<file path="config.mk">
export PLATFORM = sky130hd
export DESIGN_NAME = sliding_window_average_and_sum_core
export DESIGN_NICKNAME = d
export VERILOG_FILES = /design/src/rtl/swa_pkg.sv /design/src/rtl/swa_regs.sv /design/src/rtl/swa_dp.sv /design/src/rtl/swa_ctrl.sv /design/src/rtl/sliding_window_average_and_sum_core.sv
export VERILOG_INCLUDE_DIRS = /design/src /design/src/rtl
export SDC_FILE = /design/constraint.sdc
export NUM_CORES = 2
export LEC_CHECK = 0
export BUFFER_PORTS_ARGS = -buffer_cell sky130_fd_sc_hd__buf_4
export CAP_MARGIN = 0
export CELL_PAD_IN_SITES_DETAIL_PLACEMENT = 1
export CELL_PAD_IN_SITES_GLOBAL_PLACEMENT = 1
export CORE_ASPECT_RATIO = 1.25
export CORE_MARGIN = 2
export CORE_UTILIZATION = 30
export CTS_CLUSTER_SIZE = 40
export DETAILED_ROUTE_END_ITERATION = 6
export PLACE_DENSITY = 0.6
export SLEW_MARGIN = 40
export SYNTH_ARGS = -nofsm -noshare
export SYNTH_HDL_FRONTEND = slang
export SYNTH_HIERARCHICAL = 1
export SYNTH_SLANG_ARGS = --single-unit
</file>
<file path="constraint.sdc">
create_clock -name aclk -period 15.14 [get_ports aclk]
set_input_delay 1.514 -clock aclk [delete_from_list [all_inputs] [get_ports aclk]]
set_output_delay 1.514 -clock aclk [all_outputs]
set_load 0.01 [all_outputs]
</file>
<file path="src/rtl/assert_macros.svh">
// Assertion macros used by the top-level design file.
`ifndef ASSERT_MACROS_SVH
`define ASSERT_MACROS_SVH

// Same-cycle implication, clocked on aclk, off while in reset.
`define ASSERT_IMPLIES(label, ante, cons, msg) \
    label: assert property (@(posedge aclk) disable iff (!aresetn) (ante) |-> (cons)) \
        else $error(msg);

// Next-cycle implication, clocked on aclk, off while in reset.
`define ASSERT_NEXT(label, ante, cons, msg) \
    label: assert property (@(posedge aclk) disable iff (!aresetn) (ante) |=> (cons)) \
        else $error(msg);

`endif

</file>
<file path="src/rtl/swa_pkg.sv">
// Shared constants, types and helper functions of the sliding window block.
package swa_pkg;

    localparam int MAX_DEPTH = 64;
    localparam int SLOT_W    = $clog2(MAX_DEPTH);
    localparam int DEPTH_W   = $clog2(MAX_DEPTH + 1);
    localparam int SAMPLE_W  = 16;
    localparam int STAMP_W   = 32;
    localparam int TOTAL_W   = 22;
    localparam int SUM_W     = TOTAL_W + 2;
    localparam int DIV_STEPS = TOTAL_W;
    localparam int DIV_CNT_W = $clog2(DIV_STEPS);
    localparam int PADDR_W   = 4;
    localparam int PDATA_W   = 32;

    localparam logic signed [TOTAL_W-1:0] TOTAL_MAX = {1'b0, {(TOTAL_W-1){1'b1}}};
    localparam logic signed [TOTAL_W-1:0] TOTAL_MIN = {1'b1, {(TOTAL_W-1){1'b0}}};

    localparam logic [DEPTH_W-1:0] DEPTH_RESET  = DEPTH_W'(MAX_DEPTH);
    localparam logic [STAMP_W-1:0] WINDOW_RESET = STAMP_W'(60 * 1000);

    typedef enum logic [1:0] {
        REG_MODE   = 2'd0,
        REG_DEPTH  = 2'd1,
        REG_WINDOW = 2'd2
    } reg_index_t;

    typedef enum logic [2:0] {
        ST_IDLE,
        ST_FETCH,
        ST_UPDATE,
        ST_DIV,
        ST_STORE,
        ST_WALK,
        ST_DRAIN,
        ST_DONE
    } state_t;

    typedef struct packed {
        logic                mode;
        logic [DEPTH_W-1:0]  active_depth;
        logic [STAMP_W-1:0]  window_ms;
    } cfg_t;

    typedef struct packed {
        logic capture;
        logic update;
        logic div_step;
        logic store;
        logic walk;
        logic finish;
    } cmd_t;

    typedef struct packed {
        logic item_mode;
        logic div_last;
        logic walk_last;
        logic out_free;
    } status_t;

    function automatic logic [DEPTH_W-1:0] depth_clamp(input logic [DEPTH_W-1:0] d);
        if (d == '0) begin
            return DEPTH_W'(1);
        end
        if (d > DEPTH_W'(MAX_DEPTH)) begin
            return DEPTH_W'(MAX_DEPTH);
        end
        return d;
    endfunction

    function automatic logic signed [TOTAL_W-1:0] sat_total(input logic signed [SUM_W-1:0] x);
        if (x > SUM_W'(TOTAL_MAX)) begin
            return TOTAL_MAX;
        end
        if (x < SUM_W'(TOTAL_MIN)) begin
            return TOTAL_MIN;
        end
        return x[TOTAL_W-1:0];
    endfunction

endpackage

</file>
<file path="src/rtl/swa_regs.sv">
// APB register file: mode, active depth and window length.
module swa_regs (
    input  logic                         aclk,
    input  logic                         aresetn,
    input  logic                         psel,
    input  logic                         penable,
    input  logic                         pwrite,
    input  logic [swa_pkg::PADDR_W-1:0]  paddr,
    input  logic [swa_pkg::PDATA_W-1:0]  pwdata,
    output logic [swa_pkg::PDATA_W-1:0]  prdata,
    output logic                         pready,
    output swa_pkg::cfg_t                cfg
);
    import swa_pkg::*;

    logic               mode_reg;
    logic [DEPTH_W-1:0] depth_reg;
    logic [STAMP_W-1:0] window_reg;
    logic               wr_en;
    reg_index_t         index;

    assign pready = 1'b1;
    assign wr_en  = psel && penable && pwrite;
    assign index  = reg_index_t'(paddr[3:2]);

    always_ff @(posedge aclk) begin
        if (!aresetn) begin
            mode_reg   <= 1'b0;
            depth_reg  <= DEPTH_RESET;
            window_reg <= WINDOW_RESET;
        end else if (wr_en) begin
            unique case (index)
                REG_MODE:   mode_reg   <= pwdata[0];
                REG_DEPTH:  depth_reg  <= pwdata[DEPTH_W-1:0];
                REG_WINDOW: window_reg <= pwdata[STAMP_W-1:0];
                default: begin
                end
            endcase
        end
    end

    always_comb begin
        prdata = '0;
        unique case (index)
            REG_MODE:   prdata = PDATA_W'(mode_reg);
            REG_DEPTH:  prdata = PDATA_W'(depth_reg);
            REG_WINDOW: prdata = PDATA_W'(window_reg);
            default:    prdata = '0;
        endcase
    end

    assign cfg.mode         = mode_reg;
    assign cfg.active_depth = depth_reg;
    assign cfg.window_ms    = window_reg;

endmodule

</file>
<file path="src/rtl/swa_dp.sv">
// Datapath: sample and stamp rings, running total, divider, window walk, result register.
module swa_dp (
    input  logic                                aclk,
    input  logic                                aresetn,
    input  swa_pkg::cfg_t                       cfg,
    input  swa_pkg::cmd_t                       cmd,
    output swa_pkg::status_t                    status,
    input  logic signed [swa_pkg::SAMPLE_W-1:0] s_sample_value,
    input  logic        [swa_pkg::STAMP_W-1:0]  s_time_ms,
    output logic                                m_valid,
    input  logic                                m_ready,
    output logic signed [swa_pkg::SAMPLE_W-1:0] m_average,
    output logic signed [swa_pkg::SAMPLE_W-1:0] m_peak_value,
    output logic signed [swa_pkg::TOTAL_W-1:0]  m_window_sum,
    output logic        [swa_pkg::DEPTH_W-1:0]  m_window_count
);
    import swa_pkg::*;

    localparam logic [TOTAL_W-1:0] AVG_POS_LIM = TOTAL_W'(2 ** (SAMPLE_W - 1) - 1);
    localparam logic [TOTAL_W-1:0] AVG_NEG_LIM = TOTAL_W'(2 ** (SAMPLE_W - 1));

    logic signed [SAMPLE_W-1:0] sample_mem [MAX_DEPTH];
    logic        [STAMP_W-1:0]  stamp_mem  [MAX_DEPTH];

    // state with defined reset
    logic [MAX_DEPTH-1:0]       sample_valid_reg, sample_valid_next;
    logic [MAX_DEPTH-1:0]       written_reg, written_next;
    logic [SLOT_W-1:0]          write_slot_reg, write_slot_next;
    logic signed [TOTAL_W-1:0]  running_total_reg, running_total_next;
    logic signed [SAMPLE_W-1:0] highest_reg, highest_next;
    logic                       m_valid_reg, m_valid_next;
    logic                       acc_pend_reg;

    // per-item working registers
    logic signed [SAMPLE_W-1:0] item_sample_reg;
    logic [STAMP_W-1:0]         item_time_reg;
    logic                       item_mode_reg;
    logic [DEPTH_W-1:0]         depth_reg;
    logic [SLOT_W-1:0]          slot_reg;
    logic signed [SAMPLE_W-1:0] rd_sample_reg;
    logic [STAMP_W-1:0]         rd_stamp_reg;
    logic                       rd_svalid_reg;
    logic                       rd_written_reg;
    logic [SLOT_W-1:0]          walk_idx_reg;
    logic signed [SUM_W-1:0]    acc_reg;
    logic [DEPTH_W-1:0]         count_reg;
    logic [TOTAL_W-1:0]         num_reg;
    logic [DEPTH_W-1:0]         rem_reg;
    logic                       neg_reg;
    logic [DIV_CNT_W-1:0]       div_cnt_reg;

    logic signed [SAMPLE_W-1:0] avg_reg;
    logic signed [SAMPLE_W-1:0] peak_reg;
    logic signed [TOTAL_W-1:0]  wsum_reg;
    logic [DEPTH_W-1:0]         wcount_reg;

    logic [DEPTH_W-1:0]         cur_depth;
    logic [SLOT_W-1:0]          cur_slot;
    logic [SLOT_W-1:0]          rd_addr;
    logic signed [SAMPLE_W-1:0] old_sample;
    logic signed [SUM_W-1:0]    tot_wide;
    logic signed [TOTAL_W-1:0]  tot_sat;
    logic signed [SUM_W-1:0]    tot_mag;
    logic [DEPTH_W:0]           trial;
    logic                       qbit;
    logic [STAMP_W-1:0]         age;
    logic                       hit;
    logic signed [TOTAL_W-1:0]  wsum_sat;
    logic signed [SAMPLE_W-1:0] avg_sat;
    logic [TOTAL_W-1:0]         q_neg;
    logic [DEPTH_W-1:0]         slot_inc;

    assign cur_depth = depth_clamp(cfg.active_depth);
    assign cur_slot  = (DEPTH_W'(write_slot_reg) < cur_depth) ? write_slot_reg : '0;
    assign rd_addr   = cmd.walk ? walk_idx_reg : slot_reg;

    // ring memories, registered read
    always_ff @(posedge aclk) begin
        if (cmd.update || cmd.store) begin
            sample_mem[slot_reg] <= item_sample_reg;
        end
        if (cmd.store) begin
            stamp_mem[slot_reg] <= item_time_reg;
        end
        rd_sample_reg  <= sample_mem[rd_addr];
        rd_stamp_reg   <= stamp_mem[rd_addr];
        rd_svalid_reg  <= sample_valid_reg[rd_addr];
        rd_written_reg <= written_reg[rd_addr];
    end

    // running total update and divider
    assign old_sample = rd_svalid_reg ? rd_sample_reg : '0;
    assign tot_wide   = SUM_W'(running_total_reg) - SUM_W'(old_sample)
                        + SUM_W'(item_sample_reg);
    assign tot_sat    = sat_total(tot_wide);
    assign tot_mag    = tot_sat[TOTAL_W-1] ? -SUM_W'(tot_sat) : SUM_W'(tot_sat);
    assign trial      = {rem_reg, num_reg[TOTAL_W-1]};
    assign qbit       = trial >= {1'b0, depth_reg};

    // window walk
    assign age = item_time_reg - rd_stamp_reg;
    assign hit = rd_written_reg && (age < cfg.window_ms);

    assign wsum_sat = sat_total(acc_reg);
    assign q_neg    = -num_reg;

    always_comb begin
        if (!neg_reg) begin
            avg_sat = (num_reg > AVG_POS_LIM) ? SAMPLE_W'(AVG_POS_LIM) : num_reg[SAMPLE_W-1:0];
        end else begin
            avg_sat = (num_reg > AVG_NEG_LIM) ? SAMPLE_W'(AVG_NEG_LIM) : q_neg[SAMPLE_W-1:0];
        end
    end

    assign slot_inc = DEPTH_W'(slot_reg) + DEPTH_W'(1);

    always_comb begin
        sample_valid_next  = sample_valid_reg;
        written_next       = written_reg;
        write_slot_next    = write_slot_reg;
        running_total_next = running_total_reg;
        highest_next       = highest_reg;
        m_valid_next       = m_valid_reg && !m_ready;
        if (cmd.update || cmd.store) begin
            sample_valid_next[slot_reg] = 1'b1;
        end
        if (cmd.store) begin
            written_next[slot_reg] = 1'b1;
        end
        if (cmd.update) begin
            running_total_next = tot_sat;
            if (item_sample_reg > highest_reg) begin
                highest_next = item_sample_reg;
            end
        end
        if (cmd.finish) begin
            m_valid_next    = 1'b1;
            write_slot_next = (slot_inc >= depth_reg) ? '0 : slot_inc[SLOT_W-1:0];
            if (item_mode_reg) begin
                running_total_next = wsum_sat;
            end
        end
    end

    always_ff @(posedge aclk) begin
        if (!aresetn) begin
            sample_valid_reg  <= '0;
            written_reg       <= '0;
            write_slot_reg    <= '0;
            running_total_reg <= '0;
            highest_reg       <= '0;
            m_valid_reg       <= 1'b0;
            acc_pend_reg      <= 1'b0;
        end else begin
            sample_valid_reg  <= sample_valid_next;
            written_reg       <= written_next;
            write_slot_reg    <= write_slot_next;
            running_total_reg <= running_total_next;
            highest_reg       <= highest_next;
            m_valid_reg       <= m_valid_next;
            acc_pend_reg      <= cmd.walk;
        end
    end

    always_ff @(posedge aclk) begin
        if (cmd.capture) begin
            item_sample_reg <= s_sample_value;
            item_time_reg   <= s_time_ms;
            item_mode_reg   <= cfg.mode;
            depth_reg       <= cur_depth;
            slot_reg        <= cur_slot;
        end
        if (cmd.update) begin
            neg_reg     <= tot_sat[TOTAL_W-1];
            num_reg     <= tot_mag[TOTAL_W-1:0];
            rem_reg     <= '0;
            div_cnt_reg <= '0;
        end
        if (cmd.div_step) begin
            num_reg     <= {num_reg[TOTAL_W-2:0], qbit};
            rem_reg     <= qbit ? DEPTH_W'(trial - {1'b0, depth_reg}) : trial[DEPTH_W-1:0];
            div_cnt_reg <= div_cnt_reg + DIV_CNT_W'(1);
        end
        if (cmd.store) begin
            walk_idx_reg <= '0;
            acc_reg      <= '0;
            count_reg    <= '0;
        end
        if (cmd.walk) begin
            walk_idx_reg <= walk_idx_reg + SLOT_W'(1);
        end
        if (acc_pend_reg && hit) begin
            acc_reg   <= acc_reg + SUM_W'(rd_sample_reg);
            count_reg <= count_reg + DEPTH_W'(1);
        end
        if (cmd.finish) begin
            avg_reg    <= item_mode_reg ? '0 : avg_sat;
            peak_reg   <= item_mode_reg ? '0 : highest_reg;
            wsum_reg   <= item_mode_reg ? wsum_sat : '0;
            wcount_reg <= item_mode_reg ? count_reg : '0;
        end
    end

    assign status.item_mode = item_mode_reg;
    assign status.div_last  = (div_cnt_reg == DIV_CNT_W'(DIV_STEPS - 1));
    assign status.walk_last = (DEPTH_W'(walk_idx_reg) + DEPTH_W'(1) == depth_reg);
    assign status.out_free  = !m_valid_reg || m_ready;

    assign m_valid        = m_valid_reg;
    assign m_average      = avg_reg;
    assign m_peak_value   = peak_reg;
    assign m_window_sum   = wsum_reg;
    assign m_window_count = wcount_reg;

endmodule

</file>
<file path="src/rtl/swa_ctrl.sv">
// Controller: sequences capture, total update and divide, or ring store and walk.
module swa_ctrl (
    input  logic             aclk,
    input  logic             aresetn,
    input  logic             s_valid,
    output logic             s_ready,
    input  swa_pkg::status_t status,
    output swa_pkg::cmd_t    cmd
);
    import swa_pkg::*;

    state_t state_reg, state_next;

    always_ff @(posedge aclk) begin
        if (!aresetn) begin
            state_reg <= ST_IDLE;
        end else begin
            state_reg <= state_next;
        end
    end

    always_comb begin
        state_next = state_reg;
        unique case (state_reg)
            ST_IDLE: begin
                if (s_valid) begin
                    state_next = ST_FETCH;
                end
            end
            ST_FETCH:  state_next = status.item_mode ? ST_STORE : ST_UPDATE;
            ST_UPDATE: state_next = ST_DIV;
            ST_DIV: begin
                if (status.div_last) begin
                    state_next = ST_DONE;
                end
            end
            ST_STORE:  state_next = ST_WALK;
            ST_WALK: begin
                if (status.walk_last) begin
                    state_next = ST_DRAIN;
                end
            end
            ST_DRAIN:  state_next = ST_DONE;
            ST_DONE: begin
                if (status.out_free) begin
                    state_next = ST_IDLE;
                end
            end
            default:   state_next = ST_IDLE;
        endcase
    end

    always_comb begin
        s_ready      = 1'b0;
        cmd          = '0;
        unique case (state_reg)
            ST_IDLE: begin
                s_ready     = 1'b1;
                cmd.capture = s_valid;
            end
            ST_UPDATE: cmd.update   = 1'b1;
            ST_DIV:    cmd.div_step = 1'b1;
            ST_STORE:  cmd.store    = 1'b1;
            ST_WALK:   cmd.walk     = 1'b1;
            ST_DONE:   cmd.finish   = status.out_free;
            default: begin
            end
        endcase
    end

endmodule

</file>
<file path="src/rtl/sliding_window_average_and_sum_core.sv">
// Top level of the sliding window average and time window sum block.
//
//   channel   dir  handshake        beat contents
//   s_        in   s_valid/s_ready  sample_value, time_ms
//   m_        out  m_valid/m_ready  average, peak_value, window_sum, window_count
//   apb       in   psel/penable     mode, active_depth, window_ms
//
// Mode 0: fetch, update, 22-step restoring divide, done.
// Mode 1: fetch, store, ring walk, drain, done; one ring entry read per cycle.
// Reset clears the state registers, not the ring memories; ring entries carry valid bits.
// A finished result waits in the output register; the next beat is taken meanwhile,
// and only the done step stalls while that register is still full.
`include "assert_macros.svh"

module sliding_window_average_and_sum_core (
    input  logic                                aclk,
    input  logic                                aresetn,
    input  logic                                psel,
    input  logic                                penable,
    input  logic                                pwrite,
    input  logic [swa_pkg::PADDR_W-1:0]         paddr,
    input  logic [swa_pkg::PDATA_W-1:0]         pwdata,
    output logic [swa_pkg::PDATA_W-1:0]         prdata,
    output logic                                pready,
    input  logic                                s_valid,
    output logic                                s_ready,
    input  logic signed [swa_pkg::SAMPLE_W-1:0] s_sample_value,
    input  logic        [swa_pkg::STAMP_W-1:0]  s_time_ms,
    output logic                                m_valid,
    input  logic                                m_ready,
    output logic signed [swa_pkg::SAMPLE_W-1:0] m_average,
    output logic signed [swa_pkg::SAMPLE_W-1:0] m_peak_value,
    output logic signed [swa_pkg::TOTAL_W-1:0]  m_window_sum,
    output logic        [swa_pkg::DEPTH_W-1:0]  m_window_count
);
    import swa_pkg::*;

    cfg_t    cfg;
    cmd_t    cmd;
    status_t status;

    swa_regs u_regs (
        .aclk    (aclk),
        .aresetn (aresetn),
        .psel    (psel),
        .penable (penable),
        .pwrite  (pwrite),
        .paddr   (paddr),
        .pwdata  (pwdata),
        .prdata  (prdata),
        .pready  (pready),
        .cfg     (cfg)
    );

    swa_ctrl u_ctrl (
        .aclk    (aclk),
        .aresetn (aresetn),
        .s_valid (s_valid),
        .s_ready (s_ready),
        .status  (status),
        .cmd     (cmd)
    );

    swa_dp u_dp (
        .aclk           (aclk),
        .aresetn        (aresetn),
        .cfg            (cfg),
        .cmd            (cmd),
        .status         (status),
        .s_sample_value (s_sample_value),
        .s_time_ms      (s_time_ms),
        .m_valid        (m_valid),
        .m_ready        (m_ready),
        .m_average      (m_average),
        .m_peak_value   (m_peak_value),
        .m_window_sum   (m_window_sum),
        .m_window_count (m_window_count)
    );

    `ASSERT_NEXT(a_busy_after_accept, s_valid && s_ready, !s_ready, "ready high after accept")
    `ASSERT_NEXT(a_finish_loads_out, cmd.finish, m_valid, "result lost at finish")
    `ASSERT_IMPLIES(a_unused_fields_zero, m_valid,
        (m_window_count == '0 && m_window_sum == '0) || (m_average == '0 && m_peak_value == '0),
        "fields of the other mode not zero")
    `ASSERT_IMPLIES(a_count_bound, m_valid, m_window_count <= DEPTH_W'(MAX_DEPTH),
        "window count above ring depth")

endmodule

</file>
=== Word-level counts from Yosys, hierarchy flattened ===
Memories as Yosys holds them, arrays and structs flattened. A register that Yosys moved wholly into a read port is not among the register bits.
Cells that the tools add are included.

* $add $sub $neg: 12
* Reductions and logical operators: 21
* Equality and inequality tests: 15
* Order comparisons: 15
* Multiplexer cells: 69
* Bitwise logic cells: 2

{| class="wikitable"
|+ Operators with widths
! cell !! number
|-
| 2-to-1 mux 22 bit || 14
|-
| bitwise OR 64 bit || 2
|-
| case mux 32 bit (3 select lines) || 1
|-
| 2-to-1 mux 16 bit || 4
|-
| 2-to-1 mux 7 bit || 9
|-
| > comparator 24 x 22 -> 1 bit, second input constant || 2
|-
| < comparator 24 x 22 -> 1 bit, second input constant || 2
|-
| 2-to-1 mux 24 bit || 2
|-
| < comparator 32 bit || 1
|-
| subtractor 32 bit || 1
|-
| adder 23 x 16 -> 24 bit || 1
|-
| adder 24 x 16 -> 24 bit || 1
|-
| 2-to-1 mux 1 bit || 24
|-
| 2-to-1 mux 6 bit || 4
|-
| case mux 3 bit (8 select lines) || 1
|-
| subtractor 22 x 16 -> 23 bit || 1
|-
| > comparator 22 x 15 -> 1 bit, second input constant || 1
|-
| > comparator 22 x 16 -> 1 bit, second input constant || 1
|-
| negation 22 bit || 1
|-
| > comparator 16 bit || 1
|-
| negation 16 bit || 1
|-
| 2-to-1 mux 3 bit || 5
|-
| adder 6 x 1 -> 7 bit, second input constant || 2
|-
| < comparator 6 x 7 -> 1 bit, second input constant || 2
|-
| 30 further kinds || 50
|}

* Output and inout bits: 96
* Bits in writable memories: 3072
* Bits of input ports: 91
* Logic and storage cells: 165
* Memories: 2
* Bits in registers: 414

{| class="wikitable"
|+ Memories
! memory !! words !! bits a word !! rd ports !! clocked after memory_dff !! wr ports !! RTL line !! source
|-
| u_dp.stamp_mem || 64 || 32 || 1 || 1 || 1 || swa_dp.sv:23 || <nowiki>logic [STAMP_W-1:0] stamp_mem [MAX_DEPTH];</nowiki>
|-
| u_dp.sample_mem || 64 || 16 || 1 || 1 || 1 || swa_dp.sv:22 || <nowiki>logic signed [SAMPLE_W-1:0] sample_mem [MAX_DEPTH];</nowiki>
|}

=== Logic depth before layout (Yosys ltp) ===
* Word-level depth: 12
* Mapped depth: 24
* Gate-level depth less buffers: 21

=== By module ===
The synthesis kept the hierarchy.

{| class="wikitable"
|+ By module, submodules not included
! module !! area an instance (µm²) !! sequential area each (µm²) !! instances !! cells each
|-
| swa_dp || 140274.5 || 102588.4 || 1 || 7976
|-
| swa_regs || 1898.1 || 800.8 || 1 || 214
|-
| swa_ctrl || 249.0 || 60.1 || 1 || 33
|}

=== Worst setup path before layout ===
OpenSTA, ideal clock, no wires.

* Kind: flip-flop to flip-flop
* Start: reg u_dp.item_sample_reg[15]
* End: reg u_dp.num_reg[20] (data pin)
* Arrival time: 6.145 ns
* Setup slack: 8.739 ns
* Period minus slack after synthesis: 6.401 ns
* Path buffers: 4
* Cell stages (with the launch flop): 22
* Setup time: 0.256 ns
* Required time: 14.884 ns
* Cells stage by stage: edfxtp_1 > inv_1 > fa_1 > inv_1 > ha_1 > clkbuf_1 > a21o_1 > a221o_1 > and2_1 > or3_1 > o211a_1 > clkbuf_1 > o21a_1 > buf_2 > o21ai_1 > ha_1 > buf_1 > inv_1 > o21ai_1 > nor2_1 > or4b_1 > o211a_1

* Longest elaborated chain between the ends: 10
* Elaborated cells between the ends (all ways): 13
* Classes of those cells: 2 x add/sub; 2 x order compare; 9 x mux

{| class="wikitable"
|+ Ends and longest elaborated chain
! element !! RTL line !! source
|-
| start, declared || swa_dp.sv:35 || <nowiki>logic signed [SAMPLE_W-1:0] item_sample_reg;</nowiki>
|-
| start signal, assigned || swa_dp.sv:167 || <nowiki>item_sample_reg <= s_sample_value;</nowiki>
|-
| adder 23 x 16 -> 24 bit * || swa_dp.sv:94 || <nowiki>+ SUM_W'(item_sample_reg);</nowiki>
|-
| < comparator 24 x 22 -> 1 bit || swa_pkg.sv:75 || <nowiki>if (x < SUM_W'(TOTAL_MIN)) begin</nowiki>
|-
| 2-to-1 mux 1 bit (2 in a row) || swa_pkg.sv:75 ||
|-
| 2-to-1 mux 22 bit || swa_pkg.sv:78 || <nowiki>return x[TOTAL_W-1:0];</nowiki>
|-
| 2-to-1 mux 22 bit * || swa_pkg.sv:75 ||
|-
| negation 22 bit || swa_dp.sv:96 || <nowiki>assign tot_mag = tot_sat[TOTAL_W-1] ? -SUM_W'(tot_sat) : SUM_W'(tot_sat);</nowiki>
|-
| 2-to-1 mux 22 bit * || swa_dp.sv:96 ||
|-
| 2-to-1 mux 22 bit * || swa_dp.sv:173 || <nowiki>if (cmd.update) begin</nowiki>
|-
| 2-to-1 mux 22 bit * || swa_dp.sv:179 || <nowiki>if (cmd.div_step) begin</nowiki>
|-
| end signal, assigned || swa_dp.sv:175 || <nowiki>num_reg <= tot_mag[TOTAL_W-1:0];</nowiki>
|-
| end signal, assigned || swa_dp.sv:180 || <nowiki>num_reg <= {num_reg[TOTAL_W-2:0], qbit};</nowiki>
|-
| end, declared || swa_dp.sv:47 || <nowiki>logic [TOTAL_W-1:0] num_reg;</nowiki>
|}

Mark *: on every way between the ends. The rest lies on a longest branch, timed or not. The select of a mux whose other input is x is not followed.
A chain may end at the register's enable or synchronous reset.

=== Worst setup path after layout ===
* Start: reg u_dp.item_sample_reg[0]
* End: reg u_dp.num_reg[18] (data pin)

Same word-level chain as after synthesis.

==> impl_metrics.ini <==
[outcome]
run_status = complete, no violations

[pwr]
cellPowerDensity_nw_per_um2 = 141
netSwitchingPower_w = 0.00617
total_leakage_power_nw = 53.8
largest_voltage_drop_on_the_vdd_net_uv = 92.6
power_report.internal_total_w = 0.0171
seq_power_share_pct = 47.2
power_frac_clock_pct = 38.5
combPwrFrac_pct = 14.3
power.switching_fraction_pct = 26.5

[routing]
antenna_violation_net_count_after_detailed_routing = 0
drc = 0
drt-initial-drc-count = 6503
detail_route.wl_per_cell_um = 29.4
detail_route.vias_per_cell = 5.14
dr.pass1.iters = 5
routed_wl_um = 447000
route.vias.total = 78100

[cells_and_area]
registers.top_by_ff_count = u_dp/stamp_mem
layout_top_registers = u_dp/stamp_mem: 2048 flops, u_dp/sample_mem: 1024 flops
final_design_area_no_fill_um2 = 166000
largest_register_ffs = 2048
fin_nets = 8919
area_delta_synth_final_pct = 16.3
drive_gt1_share_pct = 22.8
final.fill_count = 47300

[critical_path]
worst_setup_path_end_kind = flop
critical_path.max_fanout = 66
critical_path.startpoint_type = flop
cpPeakStageDelay_ps = 700
cp_data_required_time_ps = 15850
crit_arrival_ps = 7630
timing.critical_path.max_delay_family = compound AO/OA/AOI/OAI gates
worstSetupPathType = flop to flop
crit_path_top_delay_cell = sky130_fd_sc_hd__nor4b_4
cp_num_buf_inv = 5
path_cells = buf_6, inv_1, ha_1, inv_1, ha_1, fa_1, a211oi_1, nor3_1, o32ai_4, a2111o_1, o211a_1, nor4b_4, or2_0, buf_4, o21ai_1, ha_1, inv_1, o21ai_1, o22ai_1, xnor2_1, mux2_2

[clock_network]
cts_tree = yes
hold_buf_count_cts = 0
path_clk_slew_ps = 60
post_cts_buffers = 0
postCtsResizedCells = 0
clock_sinks = 3534
ctsRootBufferMaster = sky130_fd_sc_hd__clkbuf_16
ctsHtreeMaxLevel = 5
clkLatencyLatePin_ps = 1040
total_cts_buffers = 359
clockBufferDepth = 4

[timing]
setup-violations-final = 0
totalNegativeSetupSlack_ps = 0
worst_slew_margin_rel_pct = 38.8
hold_viol_final = 0
post-route-worst-setup-slack_ps = 8220
tightestPinTransition_ps = 912
period_share_pct = 45.7
rsz0062_at_grt = false
max_clock_freq_mhz = 144
final-max-slew-violation-count = 0
timing.final.crit_period_ps = 6920
final.setup_skew_ps = 121

[floorplanning]
fp.dieArea_um2 = 480000
fp.coreArea_um2 = 472000
die_h_um = 774
number_of_placed_i_o_pins = 187
rows = 282
effective_utilization_at_floorplan_pct = 30.1
dieWidth_um = 620

[yosys]
mappedNetlistNets = 8490
ys_seq_area_share_pct = 72.6
synth_edf_count = 3267
synth-seq-cells = 3534
synthDistinctLibCells = 91
syn_area_um2 = 142000
yosys_warnings = 6
synth_async_sr_flop_share_pct = 0
ys_dominant_reg_cell = sky130_fd_sc_hd__edfxtp_1
synthCells = 8223
syn-mean-instance-area_um2 = 17.3

[global_route]
grt_start_max_net_pins = 104
global_route_wire_length_before_repair_um = 630000
grt_usage_pct = 18.3
grt_antenna_before_repair = 15
via_count_of_the_first_global_routing_pass = 83900
globalRouteOverflowTotal = 0

[hold_path]
hp-class = flop to flop

[place]
placed_cell_area_um2 = 154000
gpl.final_weighted_congestion = 0.805
placed_wire_length_estimate_after_detailed_placement_um = 266000
pre_cts_ws_ps = 8160
placement.io_buffers = 183

[run]
max_cap_violations = 0
[final cells by class]
type	instances	area [µm²]	share of cell area, %
sequential	3534	103000	62.4
timing repair buffer	527	4350	2.62
clock inverter	200	2110	1.27
inverter	212	801	0.483
clock buffer	459	9590	5.79
tap	6248	7820	4.72
multi-input combinational	4018	37500	22.7
antenna	5	12.5	0.00755
[cell usage after synthesis (12+ instances only)]
cell / count / share of area [%]
sky130_fd_sc_hd__dfxtp_1: 267 / 3.8
sky130_fd_sc_hd__nand2_1: 961 / 2.5
sky130_fd_sc_hd__nand3_1: 264 / 0.93
sky130_fd_sc_hd__o21a_1: 18 / 0.095
sky130_fd_sc_hd__mux2i_1: 56 / 0.39
sky130_fd_sc_hd__a21oi_1: 173 / 0.61
sky130_fd_sc_hd__nor2_1: 566 / 1.5
sky130_fd_sc_hd__fa_1: 25 / 0.35
sky130_fd_sc_hd__a211oi_1: 15 / 0.079
sky130_fd_sc_hd__and3_1: 113 / 0.50
sky130_fd_sc_hd__a31oi_1: 74 / 0.33
sky130_fd_sc_hd__nor2b_1: 33 / 0.14
sky130_fd_sc_hd__or3_1: 17 / 0.075
sky130_fd_sc_hd__xnor2_1: 60 / 0.37
sky130_fd_sc_hd__a311oi_1: 147 / 0.90
sky130_fd_sc_hd__mux4_2: 800 / 13
sky130_fd_sc_hd__nand4_1: 18 / 0.079
sky130_fd_sc_hd__xor2_1: 36 / 0.22
sky130_fd_sc_hd__or2_2: 12 / 0.053
sky130_fd_sc_hd__buf_1: 118 / 0.31
sky130_fd_sc_hd__nand2b_1: 32 / 0.14
sky130_fd_sc_hd__edfxtp_1: 3267 / 69
sky130_fd_sc_hd__a21o_1: 50 / 0.26
sky130_fd_sc_hd__clkbuf_1: 284 / 0.75
sky130_fd_sc_hd__buf_2: 43 / 0.15
sky130_fd_sc_hd__and2_1: 75 / 0.33
sky130_fd_sc_hd__nor3_1: 41 / 0.14
sky130_fd_sc_hd__ha_1: 151 / 1.3
sky130_fd_sc_hd__inv_1: 211 / 0.56
sky130_fd_sc_hd__o31ai_1: 17 / 0.090
sky130_fd_sc_hd__o21ai_0: 83 / 0.29
[layer usage]
metal | wire, µm | vias to the layer above | global-route usage [%]
met4 | 25000 | 10 | 9.10
met3 | 19000 | 674 | 2.13
met1 | 166000 | 42200 | 21.0
met5 | 57 | - | 0
li1 | - | 33100 | -
met2 | 237000 | 2151 | 33.5
[power groups by stage]
stage | logic (W) | clock network (W) | registers (W)
6_report | 0.00333 | 0.00896 | 0.0110
5_1_grt | 0.00360 | 0.00948 | 0.0110
4_1_cts | 0.00336 | 0.00916 | 0.0110
3_5_place_dp | 0.00335 | 0 | 0.0112
3_3_place_gp | 0.00326 | 0 | 0.0112
2_1_floorplan | 0.00201 | 0 | 0.0112
[cell families (layout without fill, tap and decap cells)]
| logic type | count (synthesis) | in the layout | synth area share (%) |
|---|---|---|---|
| AO/OA/AOI/OAI | 706 | 706 | 3.44 |
| XOR/XNOR | 96 | 96 | 0.590 |
| adder cells (fa/ha/maj) | 176 | 176 | 1.68 |
| buffers and inverters | 671 | 1398 | 1.86 |
| flip-flops | 3534 | 3534 | 72.6 |
| multiplexers | 866 | 866 | 13.1 |
| other | 1 | 6 | 0.00263 |
| AND/OR/NAND/NOR | 2173 | 2173 | 6.67 |
[through the flow]
stage	hold slack [ps]	instances	power [W]	utilization [%]
2_1_floorplan	435	8223	0.0132	-
3_3_place_gp	443	14500	0.0145	32.4
3_5_place_dp	455	14500	0.0145	32.6
4_1_cts	471	15200	0.0235	35.0
5_1_grt	495	15200	0.0241	35.1
6_report	471	15200	0.0233	35.1
[worst reg2reg max path, delay by kind of cell, from the launching register on]
| kind | cells | cell delay, ps |
|---|---|---|
| AO/OA/AOI/OAI | 7 | 2200 |
| XOR/XNOR | 1 | 100 |
| adder cells (fa/ha/maj) | 4 | 1410 |
| buffers and inverters | 5 | 1240 |
| flip-flops | 1 | 340 |
| multiplexers | 1 | 270 |
| AND/OR/NAND/NOR | 3 | 1070 |
[final timing paths]
path	from	cells past startpoint	end	slack, ps
min reg2reg	u_dp/sample_valid_reg[39]$_SDFFE_PN0N_	2	u_dp/sample_valid_reg[39]$_SDFFE_PN0N_	470
max reg2reg	u_dp/item_sample_reg[0]$_DFFE_PP_	21	u_dp/num_reg[18]$_DFFE_PP_	8220
max	u_dp/item_sample_reg[0]$_DFFE_PP_	21	u_dp/num_reg[18]$_DFFE_PP_	8220
min	u_dp/sample_valid_reg[39]$_SDFFE_PN0N_	2	u_dp/sample_valid_reg[39]$_SDFFE_PN0N_	470
[layout by cell type, fill, tap and decap left out, drive strengths merged, types with 8 or more instances in the layout]
| cell | instances |
|---|---|
| nor2 | 566 |
| nor3 | 42 |
| a21o | 50 |
| buf | 527 |
| clkbuf | 459 |
| a21oi | 173 |
| a31o | 9 |
| edfxtp | 3267 |
| ha | 151 |
| inv | 225 |
| dfxtp | 267 |
| nor2b | 33 |
| o211ai | 16 |
| clkinv | 143 |
| o221ai | 9 |
| a311oi | 147 |
| and2 | 76 |
| or3 | 18 |
| nand2 | 961 |
| nand2b | 32 |
| o22ai | 8 |
| nand3 | 264 |
| o31ai | 17 |
| a31oi | 75 |
| or3b | 9 |
| and3 | 113 |
| or2 | 14 |
| o21a | 18 |
| a211oi | 15 |
| bufinv | 33 |
| clkinvlp | 11 |
| mux4 | 800 |
| xor2 | 36 |
| xnor2 | 60 |
| mux2 | 10 |
| nand4 | 18 |
| fa | 25 |
| a21boi | 8 |
| o21ai | 92 |
| mux2i | 56 |
No activity file was read; power rests on OpenSTA's default activity.
